--- config.mk ---
export PLATFORM = sky130hd
export DESIGN_NAME = boxcar_window_sum
export DESIGN_NICKNAME = d
export VERILOG_FILES = /design/src/hw/rtl/bcws_pkg.sv /design/src/hw/rtl/bcws_ram.sv /design/src/hw/rtl/bcws_out_reg.sv /design/src/hw/rtl/boxcar_window_sum.sv
export SDC_FILE = /design/constraint.sdc
export NUM_CORES = 2
export LEC_CHECK = 0
export ABC_AREA = 1
export BUFFER_PORTS_ARGS = -buffer_cell sky130_fd_sc_hd__buf_2
export CAP_MARGIN = 15
export CORE_UTILIZATION = 45
export CTS_CLUSTER_DIAMETER = 150
export DETAILED_ROUTE_END_ITERATION = 10
export SYNTH_ARGS = -nofsm -noshare
export SYNTH_HDL_FRONTEND = slang
export SYNTH_SLANG_ARGS = --single-unit
--- constraint.sdc ---
create_clock -name aclk -period 13.9 [get_ports aclk]
set_input_delay 2.78 -clock aclk [delete_from_list [all_inputs] [get_ports aclk]]
set_output_delay 2.78 -clock aclk [all_outputs]
set_load 0.05 [all_outputs]
--- src/hw/rtl/bcws_pkg.sv ---
// ----------------------------------------------------------------------------
// bcws_pkg
// shared types and constants for the boxcar window sum block
// ----------------------------------------------------------------------------
package bcws_pkg;

    // result value width, sums wrap to this width
    localparam int VALUE_W   = 22;
    // window length register and fill count width
    localparam int COUNT_W   = 7;
    localparam logic [COUNT_W-1:0] COUNT_MAX = {COUNT_W{1'b1}};

    typedef struct packed {
        logic signed [VALUE_W-1:0] value;
        logic                      is_raw;
        logic                      too_short;
        logic                      run_end;
    } result_t;

endpackage

--- src/hw/rtl/bcws_ram.sv ---
// ----------------------------------------------------------------------------
// bcws_ram
// generic simple dual port ram, one write port, one registered read port
// ----------------------------------------------------------------------------
module bcws_ram #(
    parameter int WIDTH = 16,
    parameter int DEPTH = 64
) (
    input  logic                     aclk,
    input  logic                     wr_en,
    input  logic [$clog2(DEPTH)-1:0] wr_addr,
    input  logic [WIDTH-1:0]         wr_data,
    input  logic                     rd_en,
    input  logic [$clog2(DEPTH)-1:0] rd_addr,
    output logic [WIDTH-1:0]         rd_data
);

    logic [WIDTH-1:0] mem [DEPTH];

    always_ff @(posedge aclk) begin
        if (wr_en) begin
            mem[wr_addr] <= wr_data;
        end
        if (rd_en) begin
            rd_data <= mem[rd_addr];
        end
    end

endmodule

--- src/hw/rtl/bcws_out_reg.sv ---
// ----------------------------------------------------------------------------
// bcws_out_reg
// result holding register between the sequencer and the result channel
// ----------------------------------------------------------------------------
module bcws_out_reg
    import bcws_pkg::*;
(
    input  logic                      aclk,
    input  logic                      aresetn,
    input  logic                      load,
    input  result_t                   result,
    output logic                      free,
    output logic                      m_valid,
    input  logic                      m_ready,
    output logic signed [VALUE_W-1:0] m_value,
    output logic                      m_is_raw,
    output logic                      m_too_short,
    output logic                      m_run_end
);

    logic    valid_reg;
    logic    valid_next;
    result_t data_reg;
    result_t data_next;

    // slot can take a new item when empty or being drained this cycle
    assign free = !valid_reg || m_ready;

    always_comb begin
        valid_next = valid_reg;
        data_next  = data_reg;
        if (load) begin
            valid_next = 1'b1;
            data_next  = result;
        end else if (m_ready) begin
            valid_next = 1'b0;
        end
    end

    always_ff @(posedge aclk) begin
        if (!aresetn) begin
            valid_reg <= 1'b0;
        end else begin
            valid_reg <= valid_next;
        end
        data_reg <= data_next;
    end

    assign m_valid     = valid_reg;
    assign m_value     = data_reg.value;
    assign m_is_raw    = data_reg.is_raw;
    assign m_too_short = data_reg.too_short;
    assign m_run_end   = data_reg.run_end;

endmodule

--- src/hw/rtl/boxcar_window_sum.sv ---
// ----------------------------------------------------------------------------
// boxcar_window_sum
// moving boxcar sum over records of signed samples, ring buffer in block ram
// ----------------------------------------------------------------------------
// an item's first result is loaded in S_OUT, after the S_SUM state, once the
// result slot is free; a new item is taken only back in S_IDLE, after every
// result of the last one is loaded; at record end each raw tail sample is
//   read in S_TRD and emitted in S_TOUT, after the held back first sum if any,
//   paced by the single ram read port and one result slot
// reset: synchronous active low; clears window length, running sum, fill count
//   and ring pointer; the ring ram contents are not cleared
module boxcar_window_sum
    import bcws_pkg::*;
#(
    parameter int WINDOW_MAX  = 64,
    parameter int SAMPLE_BITS = 16
) (
    input  logic                          aclk,
    input  logic                          aresetn,

    // configuration
    input  logic                          cfg_wr_en,
    input  logic [COUNT_W-1:0]            cfg_wr_data,

    // sample channel
    input  logic                          s_valid,
    output logic                          s_ready,
    input  logic signed [SAMPLE_BITS-1:0] s_sample,
    input  logic                          s_record_end,

    // result channel
    output logic                          m_valid,
    input  logic                          m_ready,
    output logic signed [VALUE_W-1:0]     m_value,
    output logic                          m_is_raw,
    output logic                          m_too_short,
    output logic                          m_run_end
);

    // ring depth is the window max rounded up to a power of two
    localparam int PTR_W      = $clog2(WINDOW_MAX);
    localparam int RING_DEPTH = 1 << PTR_W;
    localparam logic [COUNT_W-1:0] WIN_MAX_C = COUNT_W'(WINDOW_MAX);

    // sequencer states
    localparam logic [2:0] S_IDLE = 3'd0;  // waiting for an item
    localparam logic [2:0] S_SUM  = 3'd1;  // oldest sample back from ram, form sum
    localparam logic [2:0] S_OUT  = 3'd2;  // emit results from registers
    localparam logic [2:0] S_TRD  = 3'd3;  // read one tail sample
    localparam logic [2:0] S_TOUT = 3'd4;  // emit tail sample from ram data

    // which result S_OUT emits next
    localparam logic [2:0] PH_PASS = 3'd0;  // passthrough sample
    localparam logic [2:0] PH_ERR  = 3'd1;  // record too short
    localparam logic [2:0] PH_OLD  = 3'd2;  // first full window sum
    localparam logic [2:0] PH_NEW  = 3'd3;  // sum ending at this item
    localparam logic [2:0] PH_LAST = 3'd4;  // final raw sample of the record

    logic [2:0]                   state_reg, state_next;
    logic [2:0]                   phase_reg, phase_next;
    logic [COUNT_W-1:0]           window_length_reg, window_length_next;

    // record state
    logic signed [VALUE_W-1:0]    sum_reg, sum_next;
    logic [COUNT_W-1:0]           fill_reg, fill_next;
    logic [PTR_W-1:0]             ptr_reg, ptr_next;

    // per item working registers
    logic signed [SAMPLE_BITS-1:0] x_reg, x_next;
    logic                          last_reg, last_next;
    logic [COUNT_W-1:0]            n_reg, n_next;
    logic [COUNT_W-1:0]            c_reg, c_next;
    logic signed [VALUE_W-1:0]     old_reg, old_next;
    logic signed [VALUE_W-1:0]     new_reg, new_next;
    logic [PTR_W-1:0]              base_reg, base_next;
    logic [COUNT_W-1:0]            age_reg, age_next;

    // ram port
    logic                          ram_wr_en;
    logic                          ram_rd_en;
    logic [PTR_W-1:0]              ram_rd_addr;
    logic [SAMPLE_BITS-1:0]        ram_rd_data;

    // result slot
    logic                          out_load;
    logic                          out_free;
    result_t                       out_result;

    logic [COUNT_W-1:0]            n_clamped;
    logic signed [VALUE_W-1:0]     x_ext;
    logic signed [VALUE_W-1:0]     rd_ext;
    logic signed [VALUE_W-1:0]     drop;
    logic signed [VALUE_W-1:0]     sum_calc;

    assign s_ready   = (state_reg == S_IDLE);
    assign n_clamped = (window_length_reg > WIN_MAX_C) ? WIN_MAX_C : window_length_reg;

    // sign extend (or wrap for wide samples) into the sum width
    assign x_ext  = VALUE_W'(x_reg);
    assign rd_ext = VALUE_W'($signed(ram_rd_data));

    // the sample leaving the window, only once the window is full
    assign drop     = (c_reg >= n_reg) ? rd_ext : '0;
    assign sum_calc = sum_reg + x_ext - drop;

    always_comb begin
        state_next         = state_reg;
        phase_next         = phase_reg;
        window_length_next = window_length_reg;
        sum_next           = sum_reg;
        fill_next          = fill_reg;
        ptr_next           = ptr_reg;
        x_next             = x_reg;
        last_next          = last_reg;
        n_next             = n_reg;
        c_next             = c_reg;
        old_next           = old_reg;
        new_next           = new_reg;
        base_next          = base_reg;
        age_next           = age_reg;
        ram_wr_en          = 1'b0;
        ram_rd_en          = 1'b0;
        ram_rd_addr        = ptr_reg - n_clamped[PTR_W-1:0];
        out_load           = 1'b0;
        out_result         = '0;

        if (cfg_wr_en) begin
            window_length_next = cfg_wr_data;
        end

        unique case (state_reg)
            S_IDLE: begin
                // fetch the sample n places back while latching the item
                if (s_valid) begin
                    x_next     = s_sample;
                    last_next  = s_record_end;
                    n_next     = n_clamped;
                    c_next     = fill_reg;
                    ram_rd_en  = 1'b1;
                    state_next = S_SUM;
                end
            end

            S_SUM: begin
                old_next  = sum_reg;
                new_next  = sum_calc;
                base_next = ptr_reg;
                age_next  = n_reg - COUNT_W'(2);
                if (n_reg == '0) begin
                    // passthrough drops any partial record
                    phase_next = PH_PASS;
                    state_next = S_OUT;
                    sum_next   = '0;
                    fill_next  = '0;
                    ptr_next   = '0;
                end else if (last_reg) begin
                    if ((c_reg < n_reg) || ((c_reg == n_reg) && (n_reg == WIN_MAX_C))) begin
                        phase_next = PH_ERR;
                    end else if (c_reg == n_reg) begin
                        phase_next = PH_OLD;
                    end else begin
                        phase_next = PH_NEW;
                    end
                    state_next = S_OUT;
                    sum_next   = '0;
                    fill_next  = '0;
                    ptr_next   = '0;
                end else begin
                    // store the sample and advance the record
                    ram_wr_en = 1'b1;
                    ptr_next  = ptr_reg + PTR_W'(1);
                    sum_next  = sum_calc;
                    fill_next = (c_reg == COUNT_MAX) ? COUNT_MAX : c_reg + COUNT_W'(1);
                    if (c_reg == n_reg) begin
                        phase_next = PH_OLD;
                        state_next = S_OUT;
                    end else if (c_reg > n_reg) begin
                        phase_next = PH_NEW;
                        state_next = S_OUT;
                    end else begin
                        state_next = S_IDLE;
                    end
                end
            end

            S_OUT: begin
                if (out_free) begin
                    out_load = 1'b1;
                    unique case (phase_reg)
                        PH_PASS: begin
                            out_result = '{value: x_ext, is_raw: 1'b1,
                                           too_short: 1'b0, run_end: last_reg};
                            state_next = S_IDLE;
                        end
                        PH_ERR: begin
                            out_result = '{value: '0, is_raw: 1'b0,
                                           too_short: 1'b1, run_end: 1'b1};
                            state_next = S_IDLE;
                        end
                        PH_OLD: begin
                            out_result = '{value: old_reg, is_raw: 1'b0,
                                           too_short: 1'b0, run_end: 1'b0};
                            phase_next = PH_NEW;
                        end
                        PH_NEW: begin
                            out_result = '{value: new_reg, is_raw: 1'b0, too_short: 1'b0,
                                           run_end: last_reg && (n_reg == COUNT_W'(1))};
                            if (!last_reg || (n_reg == COUNT_W'(1))) begin
                                state_next = S_IDLE;
                            end else if (n_reg == COUNT_W'(2)) begin
                                phase_next = PH_LAST;
                            end else begin
                                state_next = S_TRD;
                            end
                        end
                        PH_LAST: begin
                            out_result = '{value: x_ext, is_raw: 1'b1,
                                           too_short: 1'b0, run_end: 1'b1};
                            state_next = S_IDLE;
                        end
                        default: begin
                            out_load   = 1'b0;
                            state_next = S_IDLE;
                        end
                    endcase
                end
            end

            S_TRD: begin
                // tail samples oldest first, n-2 places back down to one
                ram_rd_en   = 1'b1;
                ram_rd_addr = base_reg - age_reg[PTR_W-1:0];
                state_next  = S_TOUT;
            end

            S_TOUT: begin
                if (out_free) begin
                    out_load   = 1'b1;
                    out_result = '{value: rd_ext, is_raw: 1'b1,
                                   too_short: 1'b0, run_end: 1'b0};
                    age_next   = age_reg - COUNT_W'(1);
                    if (age_reg == COUNT_W'(1)) begin
                        phase_next = PH_LAST;
                        state_next = S_OUT;
                    end else begin
                        state_next = S_TRD;
                    end
                end
            end

            default: begin
                state_next = S_IDLE;
            end
        endcase
    end

    always_ff @(posedge aclk) begin
        if (!aresetn) begin
            state_reg         <= S_IDLE;
            phase_reg         <= PH_PASS;
            window_length_reg <= '0;
            sum_reg           <= '0;
            fill_reg          <= '0;
            ptr_reg           <= '0;
        end else begin
            state_reg         <= state_next;
            phase_reg         <= phase_next;
            window_length_reg <= window_length_next;
            sum_reg           <= sum_next;
            fill_reg          <= fill_next;
            ptr_reg           <= ptr_next;
        end
        x_reg    <= x_next;
        last_reg <= last_next;
        n_reg    <= n_next;
        c_reg    <= c_next;
        old_reg  <= old_next;
        new_reg  <= new_next;
        base_reg <= base_next;
        age_reg  <= age_next;
    end

    // sample ring, written at the record pointer
    bcws_ram #(
        .WIDTH (SAMPLE_BITS),
        .DEPTH (RING_DEPTH)
    ) u_ring (
        .aclk    (aclk),
        .wr_en   (ram_wr_en),
        .wr_addr (ptr_reg),
        .wr_data (x_reg),
        .rd_en   (ram_rd_en),
        .rd_addr (ram_rd_addr),
        .rd_data (ram_rd_data)
    );

    // result slot lets the next item in while a result waits
    bcws_out_reg u_out (
        .aclk        (aclk),
        .aresetn     (aresetn),
        .load        (out_load),
        .result      (out_result),
        .free        (out_free),
        .m_valid     (m_valid),
        .m_ready     (m_ready),
        .m_value     (m_value),
        .m_is_raw    (m_is_raw),
        .m_too_short (m_too_short),
        .m_run_end   (m_run_end)
    );

endmodule

### Word-level counts from Yosys, hierarchy flattened

Memories as Yosys holds them, arrays and structs flattened. A register that Yosys moved wholly into a read port is not among the register bits.
Index checks and enable logic that the tools add are counted.

* register bits: 162
* memory bits (writable): 1024
* output and inout port bits: 27
* logic and storage cells: 129
* memories kept: 1

* add/subtract/negate cells: 8
* magnitude comparators: 4
* equal/unequal tests: 24
* multiplexer cells: 54
* reduce and logical (&&, ||, !) cells: 18

Memories
* u_ring.mem: words 64, bits a word 16, rd ports 1, clocked after Yosys merged registers in 1, wr ports 1, line bcws_ram.sv:18 `logic [WIDTH-1:0] mem [DEPTH];`

Operators with widths (number)
* $pmux W25 S5: 1
* $mux W22: 3
* $mux W25: 2
* $pmux W25 S2: 1
* $mux W3: 14
* $mux W7: 4
* $mux W6: 4
* $add A22 B16 Y22: 1
* $sub A22 B22 Y22: 1
* $pmux W3 S5: 1
* $eq A7 B1 Y1 const B: 2
* $eq A7 B7 Y1 const B: 2
* $pmux W7 S2: 1
* $mux W1: 13
* $eq A3 B2 Y1 const B: 4
* $pmux W3 S2: 2
* $sub A6 B6 Y6: 2
* $mux W2: 5
* $ne A2 B2 Y1 const B: 5
* $pmux W3 S3: 1
* $reduce_and A8 Y1: 1
* $add A7 B1 Y7 const B: 1
* $eq A7 B2 Y1 const B: 1
* $eq A7 B7 Y1: 1
* 24 further kinds: 35

### Longest topological paths before layout

* depth after elaboration: 7
* gate-level depth with buffers: 25

### Cells and area by module

Synthesis repeated with hierarchy kept, for this count alone.

* cells, all modules: 4605
* area total of the unflattened synthesis: 51618.3 um^2

Modules (own cells, without submodules)
* bcws_ram: instances 1, cells an instance 3517, area each 42259.3 um^2
* boxcar_window_sum: instances 1, cells an instance 1057, area each 8562.0 um^2
* bcws_out_reg: instances 1, cells an instance 31, area each 797.0 um^2

### Worst setup path before layout

Ideal clock, no wire load.

* kind: flip-flop to flip-flop
* start: reg state_reg[1]
* end: mem u_ring.mem[16][0], enable pin
* data arrival time: 5865 ps
* data required time: 13511 ps
* path slack: 7647 ps
* cell stages (with the launch flop): 7
* period minus slack after synthesis: 6253 ps
* path through: dfxtp_1 buf_2 nor3_1 nand2_1 nor2_1 nand3_1 nor2_1

* cells in the longest elaborated chain, start to end: 4

RTL lines
* start, declared: line boxcar_window_sum.sv:59 `logic [2:0] state_reg, state_next;`
* start signal, assigned: line boxcar_window_sum.sv:266 `state_reg <= state_next;`
* $eq A3 B1 Y1: line boxcar_window_sum.sv:131 `unique case (state_reg)`
* $mux W1: line boxcar_window_sum.sv:131
* $mux W1: line bcws_ram.sv:21 `if (wr_en) begin`
* $mux W1 (not written as such): line bcws_ram.sv:22 `mem[wr_addr] <= wr_data;`
* end, declared: line bcws_ram.sv:18

Every way passes these cells.

### Worst setup path in the final report

* start: reg ptr_reg[0]
* end: reg u_ring.rd_data[13] (read register of u_ring.mem) (data pin)

* cells in the longest elaborated chain, start to end: 2

RTL lines
* start, declared: line boxcar_window_sum.sv:66 `logic [PTR_W-1:0] ptr_reg, ptr_next;`
* start signal, assigned: line boxcar_window_sum.sv:271 `ptr_reg <= ptr_next;`
* $sub A6 B6 Y6: line boxcar_window_sum.sv:123 `ram_rd_addr = ptr_reg - n_clamped[PTR_W-1:0];`
* $mux W6: line boxcar_window_sum.sv:131
* end, declared: line bcws_ram.sv:15 `output logic [WIDTH-1:0] rd_data`

Every way passes these cells.
A chain may end at the register's enable or synchronous reset.

==> results.md <==
- Status: completed
- #FFs+latches synth: roughly 1200
- Total power draw: approximately 9.6 mW
- Most frequent CP cell: nand3_1
- GR Overflow Total: 0
- Final Max Tran Viols: 0
- Die width: 350 um
- Internal Power: 6.71 mW
- Maximum clock insertion buffer count: 3
- Crit. End Element: flop
- Wire length on met2: ~70 mm
- Area growth syn-to-layout: 11.7%
- Gates resized, CTS repair: 0
- Row cnt: 127
- R2R setup slack: a little over 8000 ps
- Routed via count: 37500
- Mux contribution to synthesized area: 0%
- Fin cells: 7150
- Family with the most delay on the worst path: buffers and inverters
- Worst hold path type: flop to flop
- Count leader, synth: nand2_1
- Metal3 WL: 11.3 mm
- Diodes inserted: 0
- First-pass GRT wire length: around 220 mm
- Slew headroom: 23.0%
- Bufs and invs on worst path: 4
- Boundary Pins: 56
- CP Launch Type: flop
- H-tree levels: 4
- Synth Net Count: about 5500
- Initial antenna violation count: 2
- Top reg by flops: u_ring.mem
- Crit path largest cell delay: 900 ps
- Number of synthesized flops with an enable pin: around 1200
- First-pass detailed-route iteration total: 7
- RD Place Congestion: 0.884
- Critical Path RT: 14380 ps
- Reg clk slew, reported paths: 60 ps
- Initial core utilization: 45.4%
- CTS tree: done
- Max Freq: 171 MHz
- Setup TNS: 0 ps
- CP Data Arrival Time: 6330 ps
- Crit Path Max Fanout: ~220
- Vias/cell: 5.25
- Simple-Gate Fraction of Synth Area: 20.8%
- Drc violations: 0
- Die height: 350 um
- Switching share of power: 30.3%
- WL/cell: 20.9 um
- Reg-to-reg endpoint: u_ring.rd_data[13]
- Cell area after synthesis: 54400 um2
- Synth Area in Adders: 1.86%
- Critical Path, Cell by Cell: clkinv_1 > ha_1 > nand2_4 > nand2_4 > buf_4 > buf_12 > buf_4 > nand2_1 > nand3_1 > nand3_1 > nand3_1 > nand3_1 > nand3_1 > nand2_1
- Part of the power in registers: 43.8%
- Cell taking the most area after synthesis: edfxtp_1
- Total routed wirelength: 149 mm
- Hold Fails Final Rpt: 0
- Synth cell count leaders: 1252 x nand2_1, 1153 x edfxtp_1, 1079 x inv_1
- Combinational family with the most area after synthesis: simple AND/OR/NAND/NOR gates
- # port buffers: 55
- Worst flop-to-flop path startpoint: ptr_reg[0]
- Worst Hold End: c_reg[0]
- Async set-reset flop share out of synthesis: 0%
- Placed cell areas: between 50000 and 60000 um2
- Final setup fails: 0
- Pin count of the biggest net entering global routing: 220
- Avg Inst Size Synth: between 10 and 15 um2
- Top_reg_cell synth: edfxtp_1
- Clock Latency Late Sink: 760 ps
- Core box area: 120000 um2
- Root buffer cell: clkbuf_16
- Post-route cell area: 60800 um2
- Psw: 2.92 mW
- Share of layout cells above drive strength 1: slightly below 7%
- Post-route ant nets: 0
- GRT Util Overall: 24.5%
- FF-to-FF path depth: 14
- Peak VDD IR: 0.141 mV
- Synth Warn #: 0
- Number of max-cap violations: 0
- RSZ-0062 raised after global routing: no
- Hold_sp: fill_reg[0]
- Uppermost layer routed: met5
- Hold slack: 428 ps
- Hold Path Stages: 0
- Combinational Power Share: approximately a fifth
- Fillers: 10600
- CTS Buf Count: 130
- Synth Instances: between 5000 and 6000
- Top cell type's share of synthesized area: 63.6%
- Synth cell types: 35
- Largest register FFs: 1024
- Finished Core Util: 50.7%
- XOR/XNOR share of the synthesized area: less than 1%
- DP HPWL: slightly above 80 mm
- Post-synthesis sequential area ratio: 65.4%
- Leak: 25.6 nW
- Crit Path Class: flop to flop
- Post-synthesis compound-gate area fraction: 1.75%
- Slowest cell on crit path: buf_4
- Post-CTS Hold Fix Bufs: 0
- Final net count: 5530
- Placed Cells: 6913
- Worst Slack Setup Final: 8050 ps
- Clk pwr share: 35.8%
- Initial DRC Count: 3931
- Actual slew at the worst max-slew pin: between 1000 and 1500 ps
- Setup WS pre-CTS: 8190 ps
- Power Dens Cells: 158 nW/um2
- Die ar.: 122000 um2
- Synth top area cells: edfxtp_1 64%, nand3_1 9.6%, nand2_1 8.6%
- Vias in the first global route: 35800
- Clock skew: 29.9 ps
- Metal-1 WL: 62.7 mm
- # Post-CTS Setup Buffers: 0
- Tmin final: 5850 ps
- CTS Sinks: 1202
- Tcrit/Tclk final: 42.1%
-- logic make-up after synthesis --
group | count (synthesis)
xor+xnor | 28
fa+ha+maj | 67
simple gates | 2571
flops | 1202
compound gates | 169
buf+inv | 1337
-- placed cells by master, fill, tap and decap left out, drive strengths merged, types with 5 or more instances in the layout --
cell / instances
or2: 5
nand3b: 73
nand4: 14
inv: 1088
fa: 23
bufinv: 13
dfxtp: 49
nand2: 1252
buf: 179
o21ai: 69
a21oi: 68
nor2: 154
clkbuf: 171
and2: 12
clkinv: 49
a221oi: 23
nand3: 1049
xor2: 22
ha: 44
nor3: 11
xnor2: 6
edfxtp: 1153
-- power by group through the flow --
| stage | clock network [mW] | logic (mW) | registers, mW |
|---|---|---|---|
| CTS | 3.50 | 1.95 | 4.22 |
| finish | 3.45 | 1.96 | 4.22 |
| detailed placement | 0 | 1.94 | 4.30 |
| global placement | 0 | 1.91 | 4.30 |
| global route | 3.63 | 2.15 | 4.23 |
| floorplan | 0 | 1.26 | 4.31 |
-- layer usage --
metal,up-vias,GRT usage (%)
li1,17700,-
met1,18100,33.1
met2,1501,39.9
met3,274,3.68
met4,2,9.40
met5,-,0
-- worst register-to-register path, cell delays in order (launching register included) --
cell      delay [ps]
dfxtp_1          420
clkinv_1         230
ha_1             420
nand2_4          280
nand2_4          670
buf_4            770
buf_12           770
buf_4           1120
nand2_1          200
nand3_1          110
nand3_1           80
nand3_1          120
nand3_1          160
nand3_1          150
nand2_1           80
-- cell type report --
cell class | instances | area [um2] | area share [%]
clock inverters | 65 | 701 | 1.15
inverters | 1086 | 4080 | 6.71
repair buffers | 179 | 1280 | 2.11
flip-flops and latches | 1202 | 35600 | 58.5
well taps | 1612 | 2020 | 3.32
multi-input cells | 2835 | 13600 | 22.4
clock buffers | 171 | 3510 | 5.77
-- worst max path at each step --
stage,startpoint,endpoint,slack [ps],cells after the start
final,ptr_reg[0],u_ring.rd_data[13],8050,14
after global routing,ptr_reg[0],u_ring.rd_data[1],7710,14
after CTS,ptr_reg[0],u_ring.rd_data[13],8200,14
after detailed placement,m_ready,u_out.m_valid,8190,9
after global placement,ptr_reg[0],u_ring.rd_data[6],8300,14
after floorplan,state_reg[1],u_ring.mem[16][0],7650,6
No activity file was read; power rests on OpenSTA's default activity.
